### config.mk
export PLATFORM = sky130hd
export DESIGN_NAME = rmq_div_step
export DESIGN_NICKNAME = d
export VERILOG_FILES = /design/src/design/rmq_pkg.sv /design/src/design/rmq_div_step.sv
export SDC_FILE = /design/constraint.sdc
export NUM_CORES = 1
export LEC_CHECK = 0
export ABC_AREA = 1
export BUFFER_PORTS_ARGS = -buffer_cell sky130_fd_sc_hd__buf_2
export CORE_AREA = 2 2 181 183
export DETAILED_ROUTE_END_ITERATION = 10
export DIE_AREA = 0 0 183 185
export PLACE_DENSITY = 0.69
export SYNTH_ARGS = -nofsm -noshare
export SYNTH_HDL_FRONTEND = slang
export SYNTH_SLANG_ARGS = --single-unit
### constraint.sdc
create_clock -name clk -period 2.9 [get_ports clk]
set_input_delay 0.435 -clock clk [delete_from_list [all_inputs] [get_ports clk]]
set_output_delay 0.435 -clock clk [all_outputs]
set_load 0.1 [all_outputs]
### src/design/rmq_pkg.sv
package rmq_pkg;

  typedef struct packed {
    logic [9:0]         node_index;
    logic signed [15:0] m00;
    logic signed [15:0] m01;
    logic signed [15:0] m02;
    logic signed [15:0] m10;
    logic signed [15:0] m11;
    logic signed [15:0] m12;
    logic signed [15:0] m20;
    logic signed [15:0] m21;
    logic signed [15:0] m22;
  } rmq_in_t;

  typedef struct packed {
    logic [9:0]         out_index;
    logic [14:0]        qw;
    logic signed [15:0] qx;
    logic signed [15:0] qy;
    logic signed [15:0] qz;
  } rmq_out_t;

  // travels beside the lanes: index and negate flags for x, y, z
  typedef struct packed {
    logic [9:0] index;
    logic [2:0] neg;
  } rmq_side_t;

  localparam int NLANE = 4;

endpackage

### src/design/rmq_div_step.sv
module rmq_div_step #(
  parameter int TW = 20,
  parameter int QW = 29,
  parameter int BIT = 0
) (
  input  logic               clk,
  input  logic               rst_n,
  input  logic               en,
  input  logic               in_vld,
  input  rmq_pkg::rmq_side_t in_side,
  input  logic [3:0][TW-1:0] in_rem,
  input  logic [3:0][QW-1:0] in_quo,
  input  logic [TW-1:0]      in_den,
  output logic               vld_r,
  output rmq_pkg::rmq_side_t side_r,
  output logic [3:0][TW-1:0] rem_r,
  output logic [3:0][QW-1:0] quo_r,
  output logic [TW-1:0]      den_r
);
  import rmq_pkg::*;

  logic [TW:0]        r2 [NLANE];
  logic [TW:0]        dif [NLANE];
  logic [3:0][TW-1:0] rem_nxt;
  logic [3:0][QW-1:0] quo_nxt;

  always_comb begin
    for (int i = 0; i < NLANE; i++) begin
      r2[i] = {in_rem[i], 1'b0};
      dif[i] = r2[i] - {1'b0, in_den};
      quo_nxt[i] = in_quo[i];
      quo_nxt[i][BIT] = !dif[i][TW];
      rem_nxt[i] = dif[i][TW] ? r2[i][TW-1:0] : dif[i][TW-1:0];
    end
  end

  always_ff @(posedge clk) begin
    if (!rst_n) begin
      vld_r <= 1'b0;
    end else if (en) begin
      vld_r <= in_vld;
    end
  end

  always_ff @(posedge clk) begin
    if (en) begin
      side_r <= in_side;
      rem_r  <= rem_nxt;
      quo_r  <= quo_nxt;
      den_r  <= in_den;
    end
  end

endmodule

# After elaboration in Yosys (flattened, before gate mapping)
# Cells that the tools add are included.
word_totals:
  regBits: 230
  inputBits: 233
  wordCells: 28
classes:
  add_sub_neg: 4
  n_mux: 4
  n_reduce_logical: 4
op_table:
  columns: ["cell", "count"]
  rows:
  - ["subtractor 21 x 20 -> 21 bit", 4]
  - ["two-way mux 20 bit", 4]
  - ["zero test 1 bit", 4]

# Logic depth before layout (Yosys ltp)
depth:
  depth_word: 2
  mapped_depth: 15
  ltp_nobuf: 14

# Worst setup path before layout
# No wires, ideal clock.
synth_path:
  path_type: "input port to flip-flop"
  start: "input port in_den[15]"
  end: "register rem_r[61] (netlist bit) (data pin)"
  setup_ns: 0.253
  t_arrival_ns: 1.874
  path_slack_ns: 0.773
  path_stages: 10
  path_buffers: 0
  path_cell_list: "inv_1 ha_1 a21oi_1 a21oi_1 nor2_1 nand3_2 nand2_2 nand2_4 nand2_1 nand2_1"
synth_rtl:
  columns: ["element", "line", "text"]
  rows:
  - ["from (decl)", "rmq_div_step.sv:13", "input logic [TW-1:0] in_den,"]
  - ["to (signal assigned)", "rmq_div_step.sv:48", "rem_r <= rem_nxt;"]
  - ["to (decl)", "rmq_div_step.sv:16", "output logic [3:0][TW-1:0] rem_r,"]

==> summary.txt <==
Placement
  • DP Wirelength: 38000 um
  • Placed cells: 2466
  • Port bufs: 458
  • Final GP Congestion: 0.970

Logic synthesis
  • Part of the Yosys area used for sequential elements: 51.3%
  • Unique masters post-synth: 30
  • Area leader, netlist: edfxtp_1
  • Mux contribution to synthesized area: 0%
  • Simple-gate portion of the synthesized area: 29.7%
  • Post-Syn Instances: 1566
  • Compound-gate portion of the synthesized area: 3.05%
  • Yosys top cell area share: 51.2%
  • Syn_nets: 1879
  • Synth Area in XOR/XNOR: ~1.8%
  • Combinational family with the most area after synthesis: simple AND/OR/NAND/NOR gates
  • Synthesized cell area: 0.0134 mm2
  • Yosys reg bits: 230
  • Synth Area in Adders: 7.67%
  • Synth top area cells: edfxtp_1 (51%), nand2_1 (17%), ha_1 (7.1%)
  • Yosys warnings: 0
  • Syn Area/Cell: 8.58 um2

Setup path
  • CP Data Arrival Time: 2.49 ns
  • CP Data Required Time: 3.20 ns
  • R2R setup slack: 2.26 ns
  • Crit path to: rem_r[12]
  • CP most frequent cell: nand2_1
  • WS Path Type: input pin to register
  • Worst-path cell chain: buf_2, inv_1, ha_1, nand2_1, nand2_1, a21oi_2, nand2_1, nand2_1, nand3_2, nand2_1, nand2_1, nand2_1, nand2_1
  • Critical R2R Capture: vld_r
  • Setup crit start: in_den[9]
  • Crit Path Max Fanout: 11
  • Reg2reg start: vld_r
  • Setup crit start kind: input pin
  • CP max-delay cell: ha_1
  • Setup crit end kind: register
  • CP peak stage delay: 0.38 ns
  • Worst reg-to-reg path cell count: 2

Worst hold path
  • Hold path start: in_quo[60]
  • Hold Crit Class: input pin to register

Clock network
  • Post-CTS Hold Buffers: 0
  • Skew-Pair Late Insertion Delay: between 0.5 and 0.6 ns
  • Clock root buffer master: clkbuf_16
  • H-Tree Depth: 1
  • Max Buffers Root-to-Sink: 3
  • Number of gates resized after CTS: 0
  • Clock sink count: 230
  • CTS tree: built
  • Worst-path clk slew: 0.06 ns
  • Post-CTS Setup Bufs: 0
  • CTS buffer count: 26

Power
  • Clk pwr share: 27.9%
  • Comb pwr share: 38.5%
  • Sequential Power Share: 33.6%
  • Net Sw Frac: a little over two fifths
  • VDD IR max: about 0.00055 V
  • P_int: between 7 and 8 mW
  • Leakage: about 9 nW
  • Psw: 5.36 mW
  • PD cells: between 700 and 800 mW/mm2

GRT
  • Vias in the first global route: 12077
  • Initial antenna violation count: 5
  • GRT Overall Usage: 27.1%
  • Total congestion overflow: 0
  • First-pass GRT wire length: 69100 um
  • Largest net degree at the start of global routing: between 60 and 70

STA
  • Final Setup Violations: 0
  • Clock skew: 0 ns
  • Worst slew pin tran: roughly 0.63 ns
  • Unrepaired setup endpoints after global routing: false
  • Minimum hold slack: between 0.06 and 0.07 ns
  • Final hold vios: 0
  • Slew Limit Fails: 0
  • Max transition margin: approximately 60%
  • Max Fclk: roughly 460 MHz
  • Shortest period the worst path allows: 2.20 ns
  • Final period util: 75.8%
  • Fin Setup TNS: 0 ns

Floorplanning
  • Core ar.: 0.0320 mm2
  • Rows: 66
  • DIE AREA: 0.0339 mm2
  • Die width: 183 um
  • Die Span Y: 185 um
  • IO Count: 463
  • Initial Utilization: 41.9%

Drt
  • Routed Antenna Nets: 0
  • Initial DRC Count: 890
  • DR pass1 iterations: 5
  • Via density: 5.05
  • Routed vias: ~13000
  • Total routed wirelength: 47700 um
  • DRC viols: 0
  • Drt wl/cell: 19.0 um

Final layout
  • Final Non-Filler Cells: 2515
  • Final nets: 2399
  • Most frequent cells in the layout: nand2_1 (603), buf_2 (457), edfxtp_1 (229)
  • Post-layout util: 54.5%
  • Share of post-route cells with drive strength above 1: between 20 and 30%
  • Most common cell after layout, fill and taps aside: nand2_1
  • Area grow syn2layout: 30.0%

Flow run
  • Max cap viols: 0

Status
  • Status: completed
## kinds of logic (layout without fill, tap and decap cells)
group           count (synthesis)  count (layout)
compound gates                 73              73
xor+xnor                       28              28
fa+ha+maj                      80              80
buf+inv                       217             757
flops                         230             230
other cells                     0               1
simple gates                  938             938
## power groups by stage
stage	Combinational, mW	Sequential [mW]	Clock [mW]
2_1_floorplan	1.19	6.73	0
3_3_place_gp	4.74	4.23	0
3_5_place_dp	4.76	4.24	0
4_1_cts	4.77	4.18	3.54
5_1_grt	5.04	4.20	3.67
6_report	4.78	4.17	3.46
## routing by layer
metal | wire [um] | share of wire (%) | track usage, %
met5 | 58 | 0.12 | 0
met4 | 2020 | 4.2 | 10.8
met3 | 4220 | 8.9 | 7.65
met2 | 22300 | 47 | 45.8
met1 | 19000 | 40 | 32.9
## flip-flops by register name, summed over array words and instances (netlist names)
signal and count:
vld_r 1, side_r 13, den_r 20, rem_r 80, quo_r 116
## worst max-delay path: cells and delay by family
family	cells	cell delay, ns
AOI/OAI and AO/OA	1	0.15
adders and majority gates	1	0.38
buffers and inverters	2	0.48
and+or+nand+nor	9	1.04
## Yosys cell counts (all sizes together)
cell	number
nand4	20
xnor2	3
nand3	154
fa	4
nand2	618
nor3	11
inv	205
xor2	25
o21ai	4
and2	4
edfxtp	229
o21bai	12
nor2	119
dfxtp	1
buf	12
a21oi	57
ha	76
nand3b	12
## stage by stage
stage	power, mW	setup slack, ns	cell area, um2
finish	12.4	0.703	17500
global route	12.9	0.525	17500
CTS	12.5	0.716	17500
detailed placement	8.99	0.144	16600
global placement	8.97	0.196	16600
floorplan	7.92	0.773	13400
## layout make-up
cell class | instances | area, um2
inverter | 205 | 769
sequential | 230 | 6900
fill | 2984 | 14600
clock inverter | 19 | 215
timing repair buffer | 504 | 2710
clock buffer | 29 | 683
multi-input combinational | 1119 | 5670
tap | 408 | 510
antenna | 1 | 2.50
## worst min path at each step
stage / endpoint / cells past startpoint / slack, ns
6_report: quo_r[60] / 1 / 0.06
5_1_grt: quo_r[19] / 1 / 0.04
4_1_cts: quo_r[41] / 1 / 0.04
3_5_place_dp: vld_r / 2 / 0.54
3_3_place_gp: vld_r / 2 / 0.53
2_1_floorplan: vld_r / 1 / 0.53
(Power assumes the default switching activity.)
