<file path="src/design/rmq_pkg.sv">
package rmq_pkg;

  typedef struct packed {
    logic [9:0]         node_index;
    logic signed [15:0] m00;
    logic signed [15:0] m01;
    logic signed [15:0] m02;
    logic signed [15:0] m10;
    logic signed [15:0] m11;
    logic signed [15:0] m12;
    logic signed [15:0] m20;
    logic signed [15:0] m21;
    logic signed [15:0] m22;
  } rmq_in_t;

  typedef struct packed {
    logic [9:0]         out_index;
    logic [14:0]        qw;
    logic signed [15:0] qx;
    logic signed [15:0] qy;
    logic signed [15:0] qz;
  } rmq_out_t;

  // travels beside the lanes: index and negate flags for x, y, z
  typedef struct packed {
    logic [9:0] index;
    logic [2:0] neg;
  } rmq_side_t;

  localparam int NLANE = 4;

endpackage

</file>
<file path="src/design/rmq_sqrt_step.sv">
module rmq_sqrt_step #(
  parameter int QW = 29,
  parameter int RW = 15,
  parameter int STEP = 0
) (
  input  logic                 clk,
  input  logic                 rst_n,
  input  logic                 en,
  input  logic                 in_vld,
  input  rmq_pkg::rmq_side_t   in_side,
  input  logic [3:0][QW-1:0]   in_rad,
  input  logic [3:0][RW+1:0]   in_rem,
  input  logic [3:0][RW-1:0]   in_root,
  output logic                 vld_r,
  output rmq_pkg::rmq_side_t   side_r,
  output logic [3:0][QW-1:0]   rad_r,
  output logic [3:0][RW+1:0]   rem_r,
  output logic [3:0][RW-1:0]   root_r
);
  import rmq_pkg::*;

  localparam int PW = 2 * RW;

  logic [PW-1:0]        pv [NLANE];
  logic [RW+1:0]        remx [NLANE];
  logic [RW+1:0]        trial [NLANE];
  logic [RW+1:0]        dif [NLANE];
  logic [3:0][RW+1:0]   rem_nxt;
  logic [3:0][RW-1:0]   root_nxt;

  // one result bit per stage, two radicand bits brought down
  always_comb begin
    for (int i = 0; i < NLANE; i++) begin
      pv[i] = PW'(in_rad[i]);
      remx[i] = {in_rem[i][RW-1:0], pv[i][2*STEP+1], pv[i][2*STEP]};
      trial[i] = {in_root[i], 2'b01};
      dif[i] = remx[i] - trial[i];
      rem_nxt[i] = (remx[i] >= trial[i]) ? dif[i] : remx[i];
      root_nxt[i] = {in_root[i][RW-2:0], remx[i] >= trial[i]};
    end
  end

  always_ff @(posedge clk) begin
    if (!rst_n) begin
      vld_r <= 1'b0;
    end else if (en) begin
      vld_r <= in_vld;
    end
  end

  always_ff @(posedge clk) begin
    if (en) begin
      side_r <= in_side;
      rad_r  <= in_rad;
      rem_r  <= rem_nxt;
      root_r <= root_nxt;
    end
  end

endmodule

</file>
<file path="config.mk">
export PLATFORM = sky130hd
export DESIGN_NAME = rmq_sqrt_step
export DESIGN_NICKNAME = d
export VERILOG_FILES = /design/src/design/rmq_pkg.sv /design/src/design/rmq_sqrt_step.sv
export SDC_FILE = /design/constraint.sdc
export NUM_CORES = 1
export LEC_CHECK = 0
export BUFFER_PORTS_ARGS = -buffer_cell sky130_fd_sc_hd__buf_2
export CORE_AREA = 2 2 203 205
export CTS_CLUSTER_SIZE = 8
export DETAILED_ROUTE_END_ITERATION = 6
export DIE_AREA = 0 0 205 207
export GPL_ROUTABILITY_DRIVEN = 0
export PLACE_DENSITY_LB_ADDON = 0.05
export SLEW_MARGIN = 20
export SYNTH_ARGS = -nofsm -noshare
export SYNTH_HDL_FRONTEND = slang
export SYNTH_SLANG_ARGS = --single-unit
</file>
<file path="constraint.sdc">
create_clock -name clk -period 3.3 [get_ports clk]
set_input_delay 0.33 -clock clk [delete_from_list [all_inputs] [get_ports clk]]
set_output_delay 0.33 -clock clk [all_outputs]
set_load 0.005 [all_outputs]
</file>
After elaboration in Yosys (flattened, before gate mapping)
Cells that the tools add are included.

storage, ports and cells
  input bits = 261
  register bits after elaboration = 258
  logic and storage cells = 27

operators by class
  add/subtract/negate cells = 4
  order comparisons = 4
  muxes and demuxes = 4

operators by type and width
  operator          number
  $ge A17 B17 Y1    4
  $mux W17          4
  $sub A17 B17 Y17  4

Longest topological paths before layout
Gate-level depths: netlist of the first run.

  word-level depth = 2
  gate-level depth with buffers = 11

Least setup slack after synthesis of the first run
No wires, ideal clock.

  path kind = input to register
  start point = input port in_root[2] (netlist name)
  end point = register rem_r[11] (netlist name), data pin
  arrival time = 2.432 ns
  path slack = 0.608 ns
  library setup time = 0.260 ns
  cell stages on the path = 9
  cell sequence = inv_1 -> ha_1 -> or4_1 -> o211ai_2 -> a211oi_1 -> o32a_1 -> a31o_1 -> buf_6 -> mux2_4

RTL lines
  what                    RTL line             text
  start: declaration      rmq_sqrt_step.sv:13  input logic [3:0][RW-1:0] in_root,
  end signal: assignment  rmq_sqrt_step.sv:55  rem_r <= rem_nxt;
  end: declaration        rmq_sqrt_step.sv:17  output logic [3:0][RW+1:0] rem_r,

==> impl_metrics.ini, run 1 <==
[critical_path]
start_kind = primary input
timing.rr.start = vld_r
critPathCaptureType = flop
cp_cell_sequence = dlygate4sd3_1 -> buf_2 -> inv_1 -> ha_1 -> o21a_1 -> o22ai_1 -> o211ai_1 -> a21oi_1 -> o21ai_2 -> mux2_2
crit_type = primary input to flop
rrSetupSlack_ns = 2.70
arrival_ns = 3.30
worstPathMaxFanout = 20
cp.required_ns = 3.58
crit_start = in_root[30]
cpMaxStageDelayCell = o21ai_2
cpPeakStageDelay_ns = 0.78

[synthesis]
netlist_area_sq_um = 11900
synth_ff_type = edfxtp_1
ys_async_sr_fraction = 0
syn_nets = 1226
yosysSeqAreaShare = 0.651
ys_types = 57
ys_seq_elements = 258
synth_edf_count = 257
synth_warnings = 0
synth_area_per_cell_sq_um = 13.2
synth_cells = 897

[timing]
maxSlewHeadroom = 0.360
fmax_mhz = 331
min_period_ns = 3.02
setup_viol = 0
hold_violations = 0
tns_ns = 0
final_max_slew_viol_count = 0
fin_skew_ns = 0
grt_setup_unrepaired = no
period_share = 0.917
whs_ns = 0.0331
tightest_slew_ns = 0.959

[power_and_ir_drop]
max-vdd-ir-drop_v = 0.000372
p_leak_nw = 7.99
pwr_density_cell_nw_per_um2 = 515
power_mw = 9.32

[global_route]
grt_start_max_net_pins = 89
antenna_found_initial = 14
grt_remaining_overflow = 0
grt_pass1_vias = 10100
grt_pass1_wl_um = 58000
grt_use_total = 0.178

[placement]
dp_hpwl_um = 29600
port_buffers = 510
dp_cells = 1944

[cells_and_area]
nets = 1958
syn_to_final_growth_pct = 52.1
final_util = 0.448
layout.cells.non_filler = 2181
drive_gt1_frac = 0.368
fill_cells = 3844

[route]
drt-wirelength-per-cell_um = 17.9
wl_um = 39000
post_drt_via_cell_ratio = 4.51
first_pass_iters = 4
num_vias = 9839
drcViolationCount = 0
dr.first_iter.drc_count = 380
ant_nets = 0

[clock_network]
cts_root_buf = clkbuf_16
cts_resized = 0
clkTransAtPathRegs_ns = 0.05
clock-sinks = 258
cts_buffer_depth = 3
cts_setup_buffers = 0
cts_buffers = 39
cts_hold_buf = 176
cts_tree = done
h-tree-depth = 2
clock_latency_ns = 0.53

[worst_hold_path]
hp-class = primary input to flop
worstHoldStart = in_rad[0]

[status]
outcome = finished, final reports clean

[floorplanning]
die_area_sq_um = 42400
core_area_sq_um = 40400
std_cell_rows = 74
floorplan.initialDensity = 0.294
ios = 519
dieHeight_um = 207
die_w_um = 205

[job]
maxCapViolations = 0
[routing by layer]
layer | global-route usage | routed length, um | vias up
met1 | 0.199 | 15200 | 4582
li1 | - | - | 4812
met3 | 0.0525 | 3030 | 77
met2 | 0.310 | 19300 | 360
met5 | 0 | 46 | -
met4 | 0.0821 | 1440 | 8
[sequential cells by signal, indices dropped and copies added, names as in the netlist]
register / count
rad_r: 116
rem_r: 68
root_r: 60
side_r: 13
vld_r: 1
[layout by cell type, fill, tap and decap left out, types with 5 or more instances in the layout]
master	count
o21a_1	20
diode_2	11
or2_2	6
nor2_1	61
a21o_1	21
nand4_1	9
nand2_1	37
clkbuf_16	40
buf_2	509
clkbuf_1	5
inv_1	94
a31oi_1	5
edfxtp_1	257
xor2_1	17
nor3_1	14
nand2b_1	12
xnor2_1	22
a211o_1	5
o21ai_0	46
dlygate4sd3_1	176
buf_4	14
nor2b_1	7
ha_1	68
mux2_4	8
a211oi_1	6
o21bai_1	7
mux2_2	10
o211ai_1	7
a21oi_1	72
nand3_1	12
[final cells by class]
| cell class | count | area [sq um] | share of cell area |
|---|---|---|---|
| inverter | 94 | 353 | 0.0195 |
| tap | 532 | 666 | 0.0368 |
| clock inverter | 5 | 40.0 | 0.00221 |
| sequential | 258 | 7740 | 0.428 |
| antenna | 11 | 27.5 | 0.00152 |
| timing repair buffer | 703 | 4490 | 0.248 |
| multi-input combinational | 533 | 3750 | 0.207 |
| clock buffer | 45 | 1020 | 0.0564 |
[path summary, 6_finish.rpt]
path         cells past startpoint         to
max                             10  rem_r[41]
min                              1   rad_r[0]
max reg2reg                      2      vld_r
min reg2reg                      2      vld_r
[Yosys cell counts (all sizes together) (8+ instances only)]
cell / instances / area (sq um)
o21a: 20 / 150
a21oi: 73 / 365
xnor2: 22 / 193
o211ai: 8 / 65.1
nand2b: 12 / 75.1
inv: 94 / 353
nor3: 14 / 70.1
a21o: 21 / 158
nand2: 37 / 139
nor2: 61 / 229
xor2: 17 / 149
o21ai: 49 / 249
ha: 68 / 851
nand4: 9 / 56.3
mux2: 18 / 233
clkbuf: 9 / 33.8
edfxtp: 257 / 7720
nand3: 12 / 60.1
[kinds of logic (layout without fill, tap and decap cells)]
family / after synthesis / after routing / share of synthesized area
DFF: 258 / 258 / 0.651
and+or+nand+nor: 178 / 178 / 0.0715
xor gates and xnor gates: 39 / 39 / 0.0287
AOI/OAI and AO/OA: 229 / 229 / 0.122
buffers and inverters: 106 / 847 / 0.0343
muxes: 19 / 19 / 0.0204
adders and majority gates: 68 / 68 / 0.0716
other: 0 / 11 / 0
[metrics by stage]
step | area (sq um) | worst slack [ns]
after global placement | 15200 | 0.290
after detailed placement | 15200 | 0.269
after CTS | 18100 | 0.302
after global routing | 18100 | 0.0939
after floorplan | 11900 | 0.608
final | 18100 | 0.275
[power breakdown]
part           internal [mW]  switching [mW]
sequential              3.99          0.0715
combinational          0.837           0.876
clock                   2.15            1.39
[worst max-delay path, delay by kind of cell]
| family | cells | cell delay, ns |
|---|---|---|
| compound gates | 5 | 1.51 |
| buf+inv | 3 | 0.70 |
| mux | 1 | 0.42 |
| fa+ha+maj | 1 | 0.33 |
No activity file was read; power rests on OpenSTA's default activity.
==> run 2, diff against run 1 <==
CAP_MARGIN = 15   (was unset)
PLACE_DENSITY = 0.52   (was unset)
PLACE_DENSITY_LB_ADDON = unset   (was 0.05)
clock period = 2.8 ns   (was 3.3 ns; I/O delays follow)
==> run 2 against run 1 <==
Combinational power is 23% higher; worst setup slack lost 0.21 ns; sequential cell count unchanged; utilization grew 0.87 points; highest routed layer unchanged; clock skew did not move; sequential power is 18% higher; power is 19% higher; die area is the same; via count is 0.80% higher; clock-buffer cell count grew 6.
==> impl_metrics.ini, run 2 (same netlist as run 1, synthesis figures left out) <==
[status]
outcome = finished, final reports clean

[route]
post_drt_via_cell_ratio = 4.48
first_pass_iters = 5
ant_nets = 0
drt-wirelength-per-cell_um = 17.2
dr.first_iter.drc_count = 459
wl_um = 38100
drcViolationCount = 0
num_vias = 9918

[global_route]
grt.met2_usage = 0.301
grt_remaining_overflow = 0
antenna_found_initial = 4
grtUsageMet3 = 0.0359
met1_usage = 0.212
grt_pass1_wl_um = 57000
grt_start_max_net_pins = 78
grt_use_total = 0.174
top_usage_layer = met2
grt_pass1_vias = 10100

[clock_network]
cts_root_buf = clkbuf_16
h-tree-depth = 2
cts_tree = done
cts_buffer_depth = 3
cts_setup_buffers = 0
cts_buffers = 38
clock-sinks = 258
clock_latency_ns = 0.51
clkTransAtPathRegs_ns = 0.05

[timing]
final_max_slew_viol_count = 0
min_period_ns = 2.73
tightest_slew_ns = 0.537
layout_setup_ws_ns = 0.0674
whs_ns = 0.0342
maxSlewHeadroom = 0.642
hold_violations = 0
period_share = 0.976
setup_viol = 0
grt_setup_unrepaired = no
fmax_mhz = 366
fin_skew_ns = 0

[placement]
port_buffers = 510
place_ws_ns = -0.00999
dp_cells = 1977
dp_hpwl_um = 28900

[floorplanning]
ios = 519
core_area_sq_um = 40400
std_cell_rows = 74
die_area_sq_um = 42400
die_w_um = 205
dieHeight_um = 207
floorplan.initialDensity = 0.294

[cells_and_area]
drive_gt1_frac = 0.378
largest_reg_flops = 116
fill_cells = 3750
final_cell_mix = 509 x buf_2, 257 x edfxtp_1, 185 x dlygate4sd3_1, 94 x inv_1, 71 x a21oi_1
nets = 1999
regMostFlops = rad_r
layout.cells.non_filler = 2215
final_common_cell = buf_2
final_util = 0.457
syn_to_final_growth_pct = 55.1
largest_registers = rad_r x116, rem_r x68, root_r x60

[critical_path]
arrival_ns = 3.01
cp_cell_sequence = dlygate4sd3_1 -> buf_2 -> inv_1 -> ha_1 -> or4_1 -> o211ai_2 -> a211oi_1 -> o32a_1 -> a31o_1 -> buf_12 -> mux2_4
cpMaxStageDelayCell = or4_1
crit_type = primary input to flop
cpPeakStageDelay_ns = 0.53
critPathCaptureType = flop
cp.required_ns = 3.08
worstPathMaxFanout = 14
start_kind = primary input

[power_and_ir_drop]
max-vdd-ir-drop_v = 0.000405
pwr_density_cell_nw_per_um2 = 602
p_leak_nw = 8.21
power_mw = 11.1

[job]
maxCapViolations = 0

[worst_hold_path]
hp-class = primary input to flop
[run 2: timing repair]
item	4_1_cts	5_1_grt
resized for setup	0	1
setup endpoints to repair	0	22
endpoints found under the hold margin	185	0
hold buffers	185	0
[run 2: where the power goes]
group          internal [mW]  leakage, nW  switching, mW
clock                   2.60        0.521           1.59
combinational           1.06         5.16           1.05
sequential              4.70         2.52          0.102
[run 2: layout make-up]
class	count	area (sq um)	area share
sequential	258	7740	0.420
timing repair buffer	745	4850	0.263
clock inverter	1	5.00	0.000272
antenna	1	2.50	0.000136
inverter	94	353	0.0191
tap	532	666	0.0361
clock buffer	51	1060	0.0577
multi-input combinational	533	3750	0.204
[run 2: worst max-delay path: cells and delay by family]
kind | cells | cell delay, ns
buffers and inverters | 4 | 0.91
AND/OR/NAND/NOR | 1 | 0.53
AO/OA/AOI/OAI | 4 | 0.79
adder cells (fa/ha/maj) | 1 | 0.20
multiplexers | 1 | 0.29
[run 2: path summary, 6_finish.rpt]
check,from,endpoint,slack (ns),cells after the start
worst max-delay path,in_root[4],rem_r[9],0.07,11
worst min-delay path,in_rad[87],rad_r[87],0.03,1
worst max register to register,vld_r,vld_r,2.12,2
worst min register to register,vld_r,vld_r,0.59,2
[run 2: routing by layer]
layer / up-vias / wire length, um
li1: 4897 / -
met1: 4634 / 16000
met2: 321 / 18700
met3: 62 / 2440
met4: 4 / 979
met5: - / 24
[run 2: through the flow]
stage | setup TNS (ns) | cell area, sq um
2_1_floorplan | 0 | 11900
3_3_place_gp | 0 | 15500
4_1_cts | 0 | 18400
6_report | 0 | 18400
3_5_place_dp | -0.0573 | 15500
5_1_grt | 0 | 18400
