<file path="config.mk">
export PLATFORM = sky130hd
export DESIGN_NAME = rmq_sum
export DESIGN_NICKNAME = d
export VERILOG_FILES = /design/src/design/rmq_pkg.sv /design/src/design/rmq_sum.sv
export SDC_FILE = /design/constraint.sdc
export NUM_CORES = 1
export LEC_CHECK = 0
export ABC_AREA = 1
export BUFFER_PORTS_ARGS = -buffer_cell sky130_fd_sc_hd__buf_2
export CAP_MARGIN = 20
export CELL_PAD_IN_SITES_DETAIL_PLACEMENT = 0
export CELL_PAD_IN_SITES_GLOBAL_PLACEMENT = 2
export CORE_MARGIN = 1.5
export CORE_UTILIZATION = 33
export DETAILED_ROUTE_END_ITERATION = 7
export GPL_TIMING_DRIVEN = 0
export HOLD_SLACK_MARGIN = 0.05
export PLACE_DENSITY_LB_ADDON = 0.05
export SETUP_SLACK_MARGIN = 0.02
export SLEW_MARGIN = 20
export SYNTH_ARGS = -nofsm -noshare
export SYNTH_HDL_FRONTEND = slang
export SYNTH_SLANG_ARGS = --single-unit
</file>
<file path="constraint.sdc">
create_clock -name clk -period 11.3 [get_ports clk]
set_input_delay 1.695 -clock clk [delete_from_list [all_inputs] [get_ports clk]]
set_output_delay 1.695 -clock clk [all_outputs]
set_load 0.02 [all_outputs]
</file>
<file path="src/design/rmq_pkg.sv">
package rmq_pkg;

  typedef struct packed {
    logic [9:0]         node_index;
    logic signed [15:0] m00;
    logic signed [15:0] m01;
    logic signed [15:0] m02;
    logic signed [15:0] m10;
    logic signed [15:0] m11;
    logic signed [15:0] m12;
    logic signed [15:0] m20;
    logic signed [15:0] m21;
    logic signed [15:0] m22;
  } rmq_in_t;

  typedef struct packed {
    logic [9:0]         out_index;
    logic [14:0]        qw;
    logic signed [15:0] qx;
    logic signed [15:0] qy;
    logic signed [15:0] qz;
  } rmq_out_t;

  // travels beside the lanes: index and negate flags for x, y, z
  typedef struct packed {
    logic [9:0] index;
    logic [2:0] neg;
  } rmq_side_t;

  localparam int NLANE = 4;

endpackage

</file>
<file path="src/design/rmq_sum.sv">
module rmq_sum #(
  parameter int FRAC_BITS = 14,
  parameter int SSW = 19,
  parameter int TW = 20,
  parameter int QW = 29
) (
  input  logic                  clk,
  input  logic                  rst_n,
  input  logic                  en,
  input  logic                  in_vld,
  input  rmq_pkg::rmq_in_t      in_data,
  output logic                  vld_r,
  output rmq_pkg::rmq_side_t    side_r,
  output logic [3:0][TW-1:0]    rem_r,
  output logic [3:0][QW-1:0]    quo_r,
  output logic [TW-1:0]         den_r
);
  import rmq_pkg::*;

  localparam int SW = SSW - 1;

  logic signed [SSW-1:0] one, a, b, c;
  logic signed [SSW-1:0] raw [NLANE];
  logic [3:0][SW-1:0]    s;
  logic [TW-1:0]         tot;
  logic signed [16:0]    d0, d1, d2;
  rmq_side_t             side_nxt;
  logic [3:0][TW-1:0]    rem_nxt;
  logic [3:0][QW-1:0]    quo_nxt;

  always_comb begin
    one = SSW'(1) <<< FRAC_BITS;
    a = SSW'(in_data.m00);
    b = SSW'(in_data.m11);
    c = SSW'(in_data.m22);
    raw[0] = one + a + b + c;
    raw[1] = one + a - b - c;
    raw[2] = one - a + b - c;
    raw[3] = one - a - b + c;
    tot = '0;
    for (int i = 0; i < NLANE; i++) begin
      s[i] = raw[i][SSW-1] ? '0 : raw[i][SW-1:0];
      tot = tot + TW'(s[i]);
    end
    // restoring divide seed: integer quotient is 0 or 1 since s <= total
    for (int i = 0; i < NLANE; i++) begin
      quo_nxt[i] = '0;
      quo_nxt[i][QW-1] = (TW'(s[i]) == tot);
      rem_nxt[i] = (TW'(s[i]) == tot) ? '0 : TW'(s[i]);
    end
    d0 = 17'(in_data.m21) - 17'(in_data.m12);
    d1 = 17'(in_data.m02) - 17'(in_data.m20);
    d2 = 17'(in_data.m10) - 17'(in_data.m01);
    side_nxt.index = in_data.node_index;
    side_nxt.neg = {d2[16] || (d2 == '0), d1[16] || (d1 == '0), d0[16] || (d0 == '0)};
  end

  always_ff @(posedge clk) begin
    if (!rst_n) begin
      vld_r <= 1'b0;
    end else if (en) begin
      vld_r <= in_vld;
    end
  end

  always_ff @(posedge clk) begin
    if (en) begin
      side_r <= side_nxt;
      rem_r  <= rem_nxt;
      quo_r  <= quo_nxt;
      den_r  <= tot;
    end
  end

endmodule

</file>
Word-level counts from Yosys, hierarchy flattened:

Index checks and enable logic that the tools add are counted.

* register bits: 118
* input port bits: 158
* output and inout bits: 230
* logic and storage cells: 46

* add/sub/neg operators: 16
* multiplexer cells: 4
* equal/unequal tests: 4
* reductions and logical operators: 6

Operator list (count)
* == test 18 x 20 -> 1 bit: 4
* 2-to-1 mux 18 bit: 4
* logical NOT 17 bit: 3
* subtractor 16 x 16 -> 17 bit: 3
* adder 18 x 16 -> 19 bit: 2
* subtractor 18 x 16 -> 19 bit: 2
* adder 17 x 16 -> 18 bit: 2
* subtractor 17 x 16 -> 18 bit: 2
* adder 19 x 18 -> 20 bit: 1
* adder 20 x 18 -> 20 bit: 1
* adder 18 x 18 -> 19 bit: 1
* adder 16 x 16 -> 17 bit, first input constant: 1
* subtractor 16 x 16 -> 17 bit, first input constant: 1
* logical OR 1 bit: 3

Logic depth before layout (Yosys ltp):

Gate-level depths: netlist of the first run.

* word-level depth: 8
* mapped depth: 49
* depth with buffers taken out: 47

Worst setup path after synthesis of the first run:

No wires, ideal clock.

* kind: input port to flip-flop
* start: input port in_data[128] (netlist bit)
* end: register rem_r[76] (netlist bit), data pin
* required time: 11051 ps
* data arrival time: 8038 ps
* path slack: 3013 ps
* stages on the path: 40
* path buffers: 1
* setup time: 249 ps
* cells stage by stage: inv_1 -> ha_1 -> inv_1 -> nor2_1 -> nand2_1 -> nor2_1 -> inv_1 -> nor2_1 -> nand3b_1 -> nor3_1 -> a41oi_1 -> xor2_1 -> fa_1 -> ha_1 -> a21oi_1 -> o21ai_1 -> a21oi_1 -> nand3_1 -> [4 not listed] -> fa_1 -> ha_1 -> fa_1 -> nand3_1 -> nand2_1 -> nand2_1 -> nand2_2 -> xor2_1 -> inv_1 -> nand3_1 -> nand2_1 -> nor2_1 -> nand2_1 -> nor2_1 -> nand3_2 -> buf_6 -> nand2_1 -> inv_1

RTL lines
* start: declaration: RTL line rmq_sum.sv:11 `input rmq_pkg::rmq_in_t in_data,`
* end signal: assignment: RTL line rmq_sum.sv:69 `rem_r <= rem_nxt;`
* end: declaration: RTL line rmq_sum.sv:14 `output logic [3:0][TW-1:0] rem_r,`

==> impl_metrics.py, run 1 <==
metrics = {
    "sta": {
        "slew_viol_final": 0,
        "relSlewSlack": 0.377,
        "hold_viol_final": 0,
        "fmax_ghz": 0.0954,
        "rsz0062_at_grt": "false",
        "setup_viol": 0,
        "tightest_slew_ns": 0.932,
        "finClkSkew_ns": 0,
        "tns_ns": 0,
        "fin_crit_ns": 10.49,
        "fin_crit_sh": 0.928,
    },
    "yosys": {
        "ys_top_cells_by_count": "nand2_1 (731), inv_1 (520), nand3_1 (198)",
        "ys.flop_type": "edfxtp_1",
        "ys_warn_count": 0,
        "syn_area_um2": 17500,
        "netlist_instances": 2556,
        "yosysSeqAreaShare": 0.188,
        "yosysMostFrequentCell": "nand2_1",
        "yosys.cell_types.count": 48,
        "yosysTopAreaCell": "edfxtp_1",
        "syn_avg_cell_area_um2": 6.84,
        "synth.area.top_cells": "edfxtp_1 (19%), nand2_1 (16%), fa_1 (12%)",
        "synth_top_area_share": 0.187,
        "synth-edff-count": 109,
        "ys_async_sr_fraction": 0,
        "ys_ff_latch": 110,
    },
    "floorplan": {
        "initial_core_util": 0.333,
        "row_count": 84,
        "core_area_um2": 52400,
        "fp.dieW_um": 233,
        "dieHeight_um": 233,
        "pin_count": 388,
        "dieArea_um2": 54400,
    },
    "clock_tree": {
        "cts_max_level": 3,
        "cts_inserted_buffers": 9,
        "cts_buffer_depth": 2,
        "worstSkewPairLatency_ns": 0.39,
        "clkTransAtPathRegs_ns": 0.07,
        "cts_hold_buf": 0,
        "cts_resized": 0,
        "cts-root-buf": "clkbuf_16",
        "postCtsSetupBuffers": 0,
        "cts_tree": "done",
        "cts_sinks": 110,
    },
    "setup_path": {
        "crit_slowest_cell": "xor2_1",
        "startpoint_type": "input pin",
        "cpPeakStageDelay_ns": 0.70,
        "cp_top_family": "simple AND/OR/NAND/NOR gates",
        "end_kind": "register",
        "cp.required_ns": 11.41,
        "critPathMaxFanout": 10,
        "cp.arrival_ns": 10.59,
        "timing.critical_path.mode_cell": "nand2_1",
        "crit_type": "in -> reg",
        "critPathBufInv": 9,
    },
    "grt": {
        "grt_pass1_wl_um": 97400,
        "grt_pass1_vias": 16000,
        "grt-ovfl-total": 0,
        "grt_max_degree": 75,
        "antenna_found_initial": 0,
        "grtUsageTotal": 0.242,
    },
    "layout": {
        "nets": 3365,
        "num_antenna_cells": 0,
        "drive_gt1_frac": 0.162,
        "syn_to_final_growth_pct": 16.9,
    },
    "run_status": {
        "run_status": "finished clean",
    },
    "detailed_routing": {
        "drc_errors": 0,
        "drt_iter0_drc": 1063,
        "drtAntennaViolNets": 0,
        "avgRoutedWirePerCell_um": 18.0,
        "route.vias.total": 16800,
        "vias_per_cell": 4.59,
        "wirelength_um": 65700,
        "drt_first_pass_iters": 5,
    },
    "place": {
        "hpwl_um": 58400,
        "gp_congestion": 0.931,
        "io_buffer_count": 267,
    },
    "flow_run": {
        "max_cap_violations": 0,
    },
    "worst_hold_path": {
        "min_path_type": "reg -> reg",
    },
}
[per-stage QoR]
| stage | worst slack [ns] | std cells | hold slack, ns | utilization | area (um2) |
|---|---|---|---|---|---|
| final | 0.813 | 3647 | 0.557 | 0.390 | 20400 |
| after global routing | 0.167 | 3647 | 0.593 | 0.390 | 20400 |
| after CTS | 0.800 | 3647 | 0.556 | 0.390 | 20400 |
| after detailed placement | 0.395 | 3631 | 0.534 | 0.385 | 20200 |
| after global placement | 0.369 | 3630 | 0.540 | 0.384 | 20100 |
| after floorplan | 3.01 | 2675 | 0.606 | - | 17900 |
[cells by family after synthesis]
group,share of synthesized area
and+or+nand+nor,0.306
buffers and inverters,0.172
adders and majority gates,0.227
AOI/OAI and AO/OA,0.0601
DFF,0.188
xor gates and xnor gates,0.0459
other,0.000214
[worst paths after layout]
check / cells past startpoint / slack [ns] / startpoint / end
worst min-delay path: 2 / 0.56 / vld_r$_SDFFE_PN0P_ / vld_r$_SDFFE_PN0P_
worst min register to register: 2 / 0.56 / vld_r$_SDFFE_PN0P_ / vld_r$_SDFFE_PN0P_
worst max-delay path: 41 / 0.81 / in_data[128] / rem_r[31]$_SDFFCE_PN0P_
worst max register to register: 2 / 10.65 / vld_r$_SDFFE_PN0P_ / vld_r$_SDFFE_PN0P_
[routing by layer]
layer  share of wire  GRT usage  wire length [um]
met1            0.46      0.328             30300
met2            0.48      0.414             31400
met5               0          0                 0
met4           0.015     0.0492               997
met3           0.045     0.0270              2970
[area by class of cell]
cell class | instances | area [um2]
Sequential cell | 110 | 3290
Tap cell | 688 | 861
Multi-Input combinational cell | 1908 | 11600
Inverter | 523 | 1960
Timing Repair Buffer | 268 | 1370
Buffer | 134 | 1040
Fill cell | 5829 | 32000
Clock inverter | 4 | 32.5
Clock buffer | 12 | 246
[tightest hold or removal path, cell delays in order (launching register included)]
cell	delay (ns)
dfxtp_1	0.32
o21ai_0	0.09
a21oi_1	0.11
[registers in the layout, indices dropped and copies added, names as in the netlist]
signal and flops:
den_r 20, quo_r 4, rem_r 72, side_r 13, vld_r 1
[layout by cell type, fill, tap and decap left out, types with 2 or more instances in the layout]
cell type	Yosys	final
xnor2_1	27	27
a31oi_1	4	4
nand3b_1	23	23
nand4_1	25	25
buf_2	2	268
buf_6	6	7
nand3_1	198	198
clkinvlp_4	0	2
nor3_1	22	22
o21bai_1	9	9
inv_1	520	520
a21o_1	5	5
nand2_1	731	731
nor2_2	11	11
fa_1	108	108
or2_2	5	5
clkbuf_16	0	9
nor2_4	5	5
a21oi_2	2	2
ha_1	145	145
buf_4	124	124
and3_1	2	2
and2_1	3	3
o21ai_0	39	39
nand3_2	5	5
inv_2	3	3
nand2_4	5	5
clkbuf_1	0	2
nand2_2	21	21
xor2_2	2	2
a21boi_0	5	5
conb_1	1	120
nor2_1	191	191
edfxtp_1	109	109
o21ai_1	2	2
a21oi_1	119	119
xor2_1	61	61
nor4_1	3	2
Power of run 1 is not shown: default switching activity piles up to over one toggle a cycle in this logic, so the estimate is an artifact.
==> run 2: changes to the inputs <==
--- a/config.mk
+++ b/config.mk
@@ -12,12 +12,12 @@
 export CELL_PAD_IN_SITES_GLOBAL_PLACEMENT = 2
 export CORE_MARGIN = 1.5
 export CORE_UTILIZATION = 33
+export CTS_BUF_LIST = sky130_fd_sc_hd__clkbuf_16
 export DETAILED_ROUTE_END_ITERATION = 7
 export GPL_TIMING_DRIVEN = 0
 export HOLD_SLACK_MARGIN = 0.05
 export PLACE_DENSITY_LB_ADDON = 0.05
 export SETUP_SLACK_MARGIN = 0.02
-export SLEW_MARGIN = 20
 export SYNTH_ARGS = -nofsm -noshare
 export SYNTH_HDL_FRONTEND = slang
 export SYNTH_SLANG_ARGS = --single-unit
==> run 2 against run 1 <==
  * Non-clock buffer count grew 1
  * Routed wire length hardly changed
  * Core utilization about the same
  * Count of clock-buffer cells in the layout is 3 lower
  * Design area barely moved
  * Critical path depth decreased by 2
  * Hold slack better by 0.0049 ns
  * Via count fell by 0.53%
  * Setup slack gained 0.0057 ns
  * Die area did not move
  * Register-to-register slack barely moved
  * Critical endpoint is now rem_r[76]$_SDFFCE_PN0P_
  * Largest cell class unchanged
  * Highest routed layer unchanged
==> impl_metrics.py, run 2 (synthesis gave the netlist of run 1 again) <==
metrics = {
    "clock_tree": {
        "cts_max_level": 3,
        "cts_sinks": 110,
        "cts_buffer_depth": 2,
        "cts_inserted_buffers": 9,
        "cts_hold_buf": 0,
        "postCtsSetupBuffers": 0,
        "clkTransAtPathRegs_ns": 0.08,
        "cts-root-buf": "clkbuf_16",
        "cts_tree": "done",
        "worstSkewPairLatency_ns": 0.38,
        "cts_resized": 0,
    },
    "layout": {
        "nets": 3366,
        "drive_gt1_frac": 0.161,
        "largest-register": "rem_r",
        "fill_cells": 5750,
        "largest_reg_flops": 72,
        "largestRegisters": "rem_r: 72 flops, den_r: 20 flops, side_r: 13 flops",
        "final_cell_mix": "nand2_1 (731), inv_1 (522), buf_2 (269)",
        "layout_commonest_cell": "nand2_1",
        "num_antenna_cells": 0,
        "syn_to_final_growth_pct": 16.8,
    },
    "setup_path": {
        "crit_type": "in -> reg",
        "end_kind": "register",
        "crit_slowest_cell": "xor2_1",
        "startpoint_type": "input pin",
        "rrSetupSlack_ns": 10.64,
        "cp.arrival_ns": 10.64,
        "critPathMaxFanout": 10,
        "cp.required_ns": 11.45,
        "cpPeakStageDelay_ns": 0.74,
    },
    "sta": {
        "setup_viol": 0,
        "fin_crit_ns": 10.48,
        "finClkSkew_ns": 0,
        "rsz0062_at_grt": "false",
        "fin_crit_sh": 0.928,
        "tightest_slew_ns": 0.932,
        "fmax_ghz": 0.0954,
        "relSlewSlack": 0.377,
        "slew_viol_final": 0,
        "tns_ns": 0,
        "hold_viol_final": 0,
        "finalWorstSetupSlack_ns": 0.819,
    },
    "floorplan": {
        "core_area_um2": 52400,
        "initial_core_util": 0.333,
        "dieHeight_um": 233,
        "row_count": 84,
        "pin_count": 388,
        "fp.dieW_um": 233,
        "dieArea_um2": 54400,
    },
    "flow_run": {
        "max_cap_violations": 0,
    },
    "detailed_routing": {
        "vias_per_cell": 4.57,
        "avgRoutedWirePerCell_um": 18.0,
        "route.vias.total": 16700,
        "drt_iter0_drc": 1114,
        "wirelength_um": 65700,
        "drc_errors": 0,
        "drt_first_pass_iters": 7,
        "drtAntennaViolNets": 0,
    },
    "place": {
        "gp_congestion": 0.931,
        "post-place-ws_ns": 0.409,
        "io_buffer_count": 267,
        "hpwl_um": 58400,
    },
    "grt": {
        "grt-ovfl-total": 0,
        "grtUsageTotal": 0.242,
        "antenna_found_initial": 0,
        "grt_max_degree": 74,
        "grt_pass1_vias": 16100,
        "grt_pass1_wl_um": 97300,
    },
    "run_status": {
        "run_status": "finished clean",
    },
    "worst_hold_path": {
        "min_path_type": "reg -> reg",
    },
}
-- run 2: metrics by stage --
stage                     std cells  hold slack (ns)   util  instance area (um2)
after global placement         3630            0.540  0.384                20100
after floorplan                2675            0.606      -                17900
after detailed placement       3632            0.544  0.385                20200
after CTS                      3647            0.566  0.390                20400
final                          3647            0.562  0.390                20400
after global routing           3647            0.599  0.390                20400
-- run 2: routing by layer --
metal / global-route usage / wire length (um)
met1: 0.319 / 29800
met2: 0.412 / 31000
met3: 0.0388 / 3630
met4: 0.0573 / 1350
met5: 0 / 0
-- run 2: critical path, delay by kind of cell --
kind	cells	cell delay, ns
AO/OA/AOI/OAI	2	0.49
XOR/XNOR	2	1.07
adder cells (fa/ha/maj)	6	2.47
buffers and inverters	9	1.19
AND/OR/NAND/NOR	20	3.66
-- run 2: worst paths after layout --
check,startpoint,end,cells after the start
min reg2reg,vld_r$_SDFFE_PN0P_,vld_r$_SDFFE_PN0P_,2
max,in_data[128],rem_r[76]$_SDFFCE_PN0P_,39
max reg2reg,vld_r$_SDFFE_PN0P_,vld_r$_SDFFE_PN0P_,2
min,vld_r$_SDFFE_PN0P_,vld_r$_SDFFE_PN0P_,2
-- run 2: layout make-up --
cell class	count	area (um2)	area share
Clock inverter	6	40.0	0.00196
Timing Repair Buffer	269	1370	0.0671
Clock buffer	9	225	0.0110
Buffer	134	1040	0.0511
Inverter	523	1960	0.0961
Tap cell	688	861	0.0421
Sequential cell	110	3290	0.161
Multi-Input combinational cell	1908	11600	0.569
Power of run 2 is left out for the same reason.
==> run 3: changes to the inputs <==
--- a/config.mk
+++ b/config.mk
@@ -5,13 +5,13 @@
 export SDC_FILE = /design/constraint.sdc
 export NUM_CORES = 1
 export LEC_CHECK = 0
-export ABC_AREA = 1
+export ABC_AREA = 0
 export BUFFER_PORTS_ARGS = -buffer_cell sky130_fd_sc_hd__buf_2
 export CAP_MARGIN = 20
 export CELL_PAD_IN_SITES_DETAIL_PLACEMENT = 0
 export CELL_PAD_IN_SITES_GLOBAL_PLACEMENT = 2
 export CORE_MARGIN = 1.5
-export CORE_UTILIZATION = 33
+export CORE_UTILIZATION = 35
 export CTS_BUF_LIST = sky130_fd_sc_hd__clkbuf_16
 export DETAILED_ROUTE_END_ITERATION = 7
 export GPL_TIMING_DRIVEN = 0
@@ -21,3 +21,4 @@
 export SYNTH_ARGS = -nofsm -noshare
 export SYNTH_HDL_FRONTEND = slang
 export SYNTH_SLANG_ARGS = --single-unit
+export TNS_END_PERCENT = 20
==> run 3 against run 2 <==
  * Global-route usage fell by 1.5 points
  * Cell count fell by 20%
  * Maximum frequency fell by 4.1%
  * Setup slack got worse by 0.45 ns
  * Routed wire length fell by 15%
  * Clock skew did not move
  * Hold slack got worse by 0.036 ns
  * Design area fell by 3.6%
  * Critical path type unchanged
  * Largest cell class unchanged
==> impl_metrics.py, run 3 <==
metrics = {
    "run_status": {
        "run_status": "finished clean",
    },
    "grt": {
        "grt_pass1_wl_um": 82900,
        "grt-ovfl-total": 0,
        "grt_pass1_vias": 14200,
        "grtUsageTotal": 0.227,
        "grt_max_degree": 77,
        "antenna_found_initial": 1,
    },
    "sta": {
        "fin_crit_sh": 0.967,
        "rsz0062_at_grt": "false",
        "hold_viol_final": 0,
        "tightest_slew_ns": 1.24,
        "slew_viol_final": 0,
        "setup_viol": 0,
        "relSlewSlack": 0.169,
        "fin_crit_ns": 10.93,
        "finClkSkew_ns": 0,
        "fmax_ghz": 0.0915,
    },
    "floorplan": {
        "initial_core_util": 0.355,
        "core_area_um2": 46500,
        "row_count": 79,
        "dieHeight_um": 220,
        "pin_count": 388,
        "dieArea_um2": 48400,
        "fp.dieW_um": 220,
    },
    "clock_tree": {
        "cts_hold_buf": 0,
        "cts_max_level": 3,
        "cts-root-buf": "clkbuf_16",
        "cts_buffer_depth": 2,
        "cts_inserted_buffers": 9,
        "clkTransAtPathRegs_ns": 0.09,
        "worstSkewPairLatency_ns": 0.39,
        "cts_sinks": 110,
        "cts_tree": "done",
    },
    "flow_run": {
        "max_cap_violations": 0,
    },
    "yosys": {
        "synth.area.top_cells": "edfxtp_1 (20%), fa_1 (13%), ha_1 (11%)",
        "syn_area_um2": 16500,
        "ys_top_cells_by_count": "inv_1 (251), nor2_1 (148), ha_1 (145)",
        "synth-edff-count": 109,
        "yosysSeqAreaShare": 0.200,
        "yosysTopAreaCell": "edfxtp_1",
        "yosys.cell_types.count": 105,
        "ys_async_sr_fraction": 0,
        "syn_avg_cell_area_um2": 8.68,
        "ys.flop_type": "edfxtp_1",
        "yosysMostFrequentCell": "inv_1",
        "synth_top_area_share": 0.199,
        "ys_ff_latch": 110,
        "netlist_instances": 1898,
        "ys_warn_count": 0,
    },
    "place": {
        "place_area_um2": 19100,
        "hpwl_um": 48500,
        "gp_congestion": 0.906,
        "io_buffer_count": 267,
    },
    "setup_path": {
        "end_kind": "register",
        "crit_type": "in -> reg",
        "cp.required_ns": 11.41,
        "crit_slowest_cell": "or4_4",
        "cp.arrival_ns": 11.04,
        "timing.critical_path.mode_cell": "fa_1",
        "cpPeakStageDelay_ns": 0.59,
        "critPathMaxFanout": 10,
        "startpoint_type": "input pin",
    },
    "layout": {
        "largestRegisters": "rem_r: 72 flops, den_r: 20 flops, side_r: 13 flops",
        "final_cell_area_um2": 19700,
        "syn_to_final_growth_pct": 19.6,
        "final_cell_mix": "buf_2 (276), inv_1 (251), nor2_1 (147)",
        "layout_commonest_cell": "buf_2",
        "nets": 2720,
        "largest-register": "rem_r",
        "largest_reg_flops": 72,
        "drive_gt1_frac": 0.226,
    },
    "detailed_routing": {
        "drc_errors": 0,
        "met2_length_um": 27500,
        "vias_per_cell": 5.00,
        "top_layer": "met4",
        "avgRoutedWirePerCell_um": 19.2,
        "drt_iter0_drc": 828,
        "wl_met1_um": 25600,
        "drtAntennaViolNets": 0,
        "route.met3.wl_um": 1990,
        "route.vias.total": 14600,
        "wirelength_um": 56000,
        "drt_first_pass_iters": 5,
    },
    "worst_hold_path": {
        "min_path_type": "reg -> reg",
    },
}
-- run 3: cell count changes after synthesis, sizes merged, moves of 39 or more --
cell | previous run | this run
nor2 | 207 | 155
xnor2 | 27 | 82
nor2b | 0 | 39
nand2 | 757 | 87
inv | 523 | 252
nand3 | 203 | 24
o21ai | 41 | 98
-- run 3: worst max-delay path, delay by kind of cell --
family | cells | cell delay [ns]
fa+ha+maj | 5 | 2.34
compound gates | 9 | 2.26
simple gates | 11 | 2.64
buf+inv | 8 | 1.29
xor+xnor | 3 | 0.75
-- run 3: logic make-up after synthesis --
family / synth area share
flip-flops: 0.200
XOR/XNOR: 0.0672
AO/OA/AOI/OAI: 0.192
AND/OR/NAND/NOR: 0.160
adder cells (fa/ha/maj): 0.241
multiplexers: 0.0139
buffers and inverters: 0.125
other: 0.000228
-- run 3: final timing paths --
path / slack, ns / startpoint / depth (start not counted) / endpoint
setup / recovery: 0.37 / in_data[133] / 36 / rem_r[15]$_SDFFCE_PN0P_
hold / removal: 0.53 / vld_r$_SDFFE_PN0P_ / 2 / vld_r$_SDFFE_PN0P_
setup reg to reg: 10.71 / vld_r$_SDFFE_PN0P_ / 2 / vld_r$_SDFFE_PN0P_
hold reg to reg: 0.53 / vld_r$_SDFFE_PN0P_ / 2 / vld_r$_SDFFE_PN0P_
-- run 3: layer usage --
metal / track usage / vias up
met1: 0.304 / 7023
met4: 0.0519 / 0
li1: - / 7195
met3: 0.0168 / 51
met2: 0.398 / 345
met5: 0 / -
-- run 3: area by class of cell --
class	count	area [um2]
Tap cell	607	759
Clock inverter	7	93.8
Clock buffer	9	225
Sequential cell	110	3290
Buffer	158	1100
Fill cell	4831	26800
Multi-Input combinational cell	1491	11700
Inverter	257	978
Timing Repair Buffer	282	1500
Antenna cell	1	2.50
-- run 3: metrics by stage --
step | std cells | util | setup WS [ns] | hold WS, ns | TNS [ns]
after floorplan | 2017 | - | 0.984 | 0.589 | 0
after global placement | 2891 | 0.409 | -2.23 | 0.497 | -132.62
after detailed placement | 2896 | 0.411 | -2.22 | 0.511 | -130.02
after CTS | 2917 | 0.421 | 0.0201 | 0.532 | 0
after global routing | 2921 | 0.424 | 0.0330 | 0.593 | 0
final | 2922 | 0.424 | 0.371 | 0.526 | 0
-- run 3: repair_timing --
action                     CTS  global route
cloned                       0             0
buffers inserted             6             4
resized for setup           22            21
pin swaps                    4             5
setup endpoints to repair   76            76
Power of run 3 is left out for the same reason.
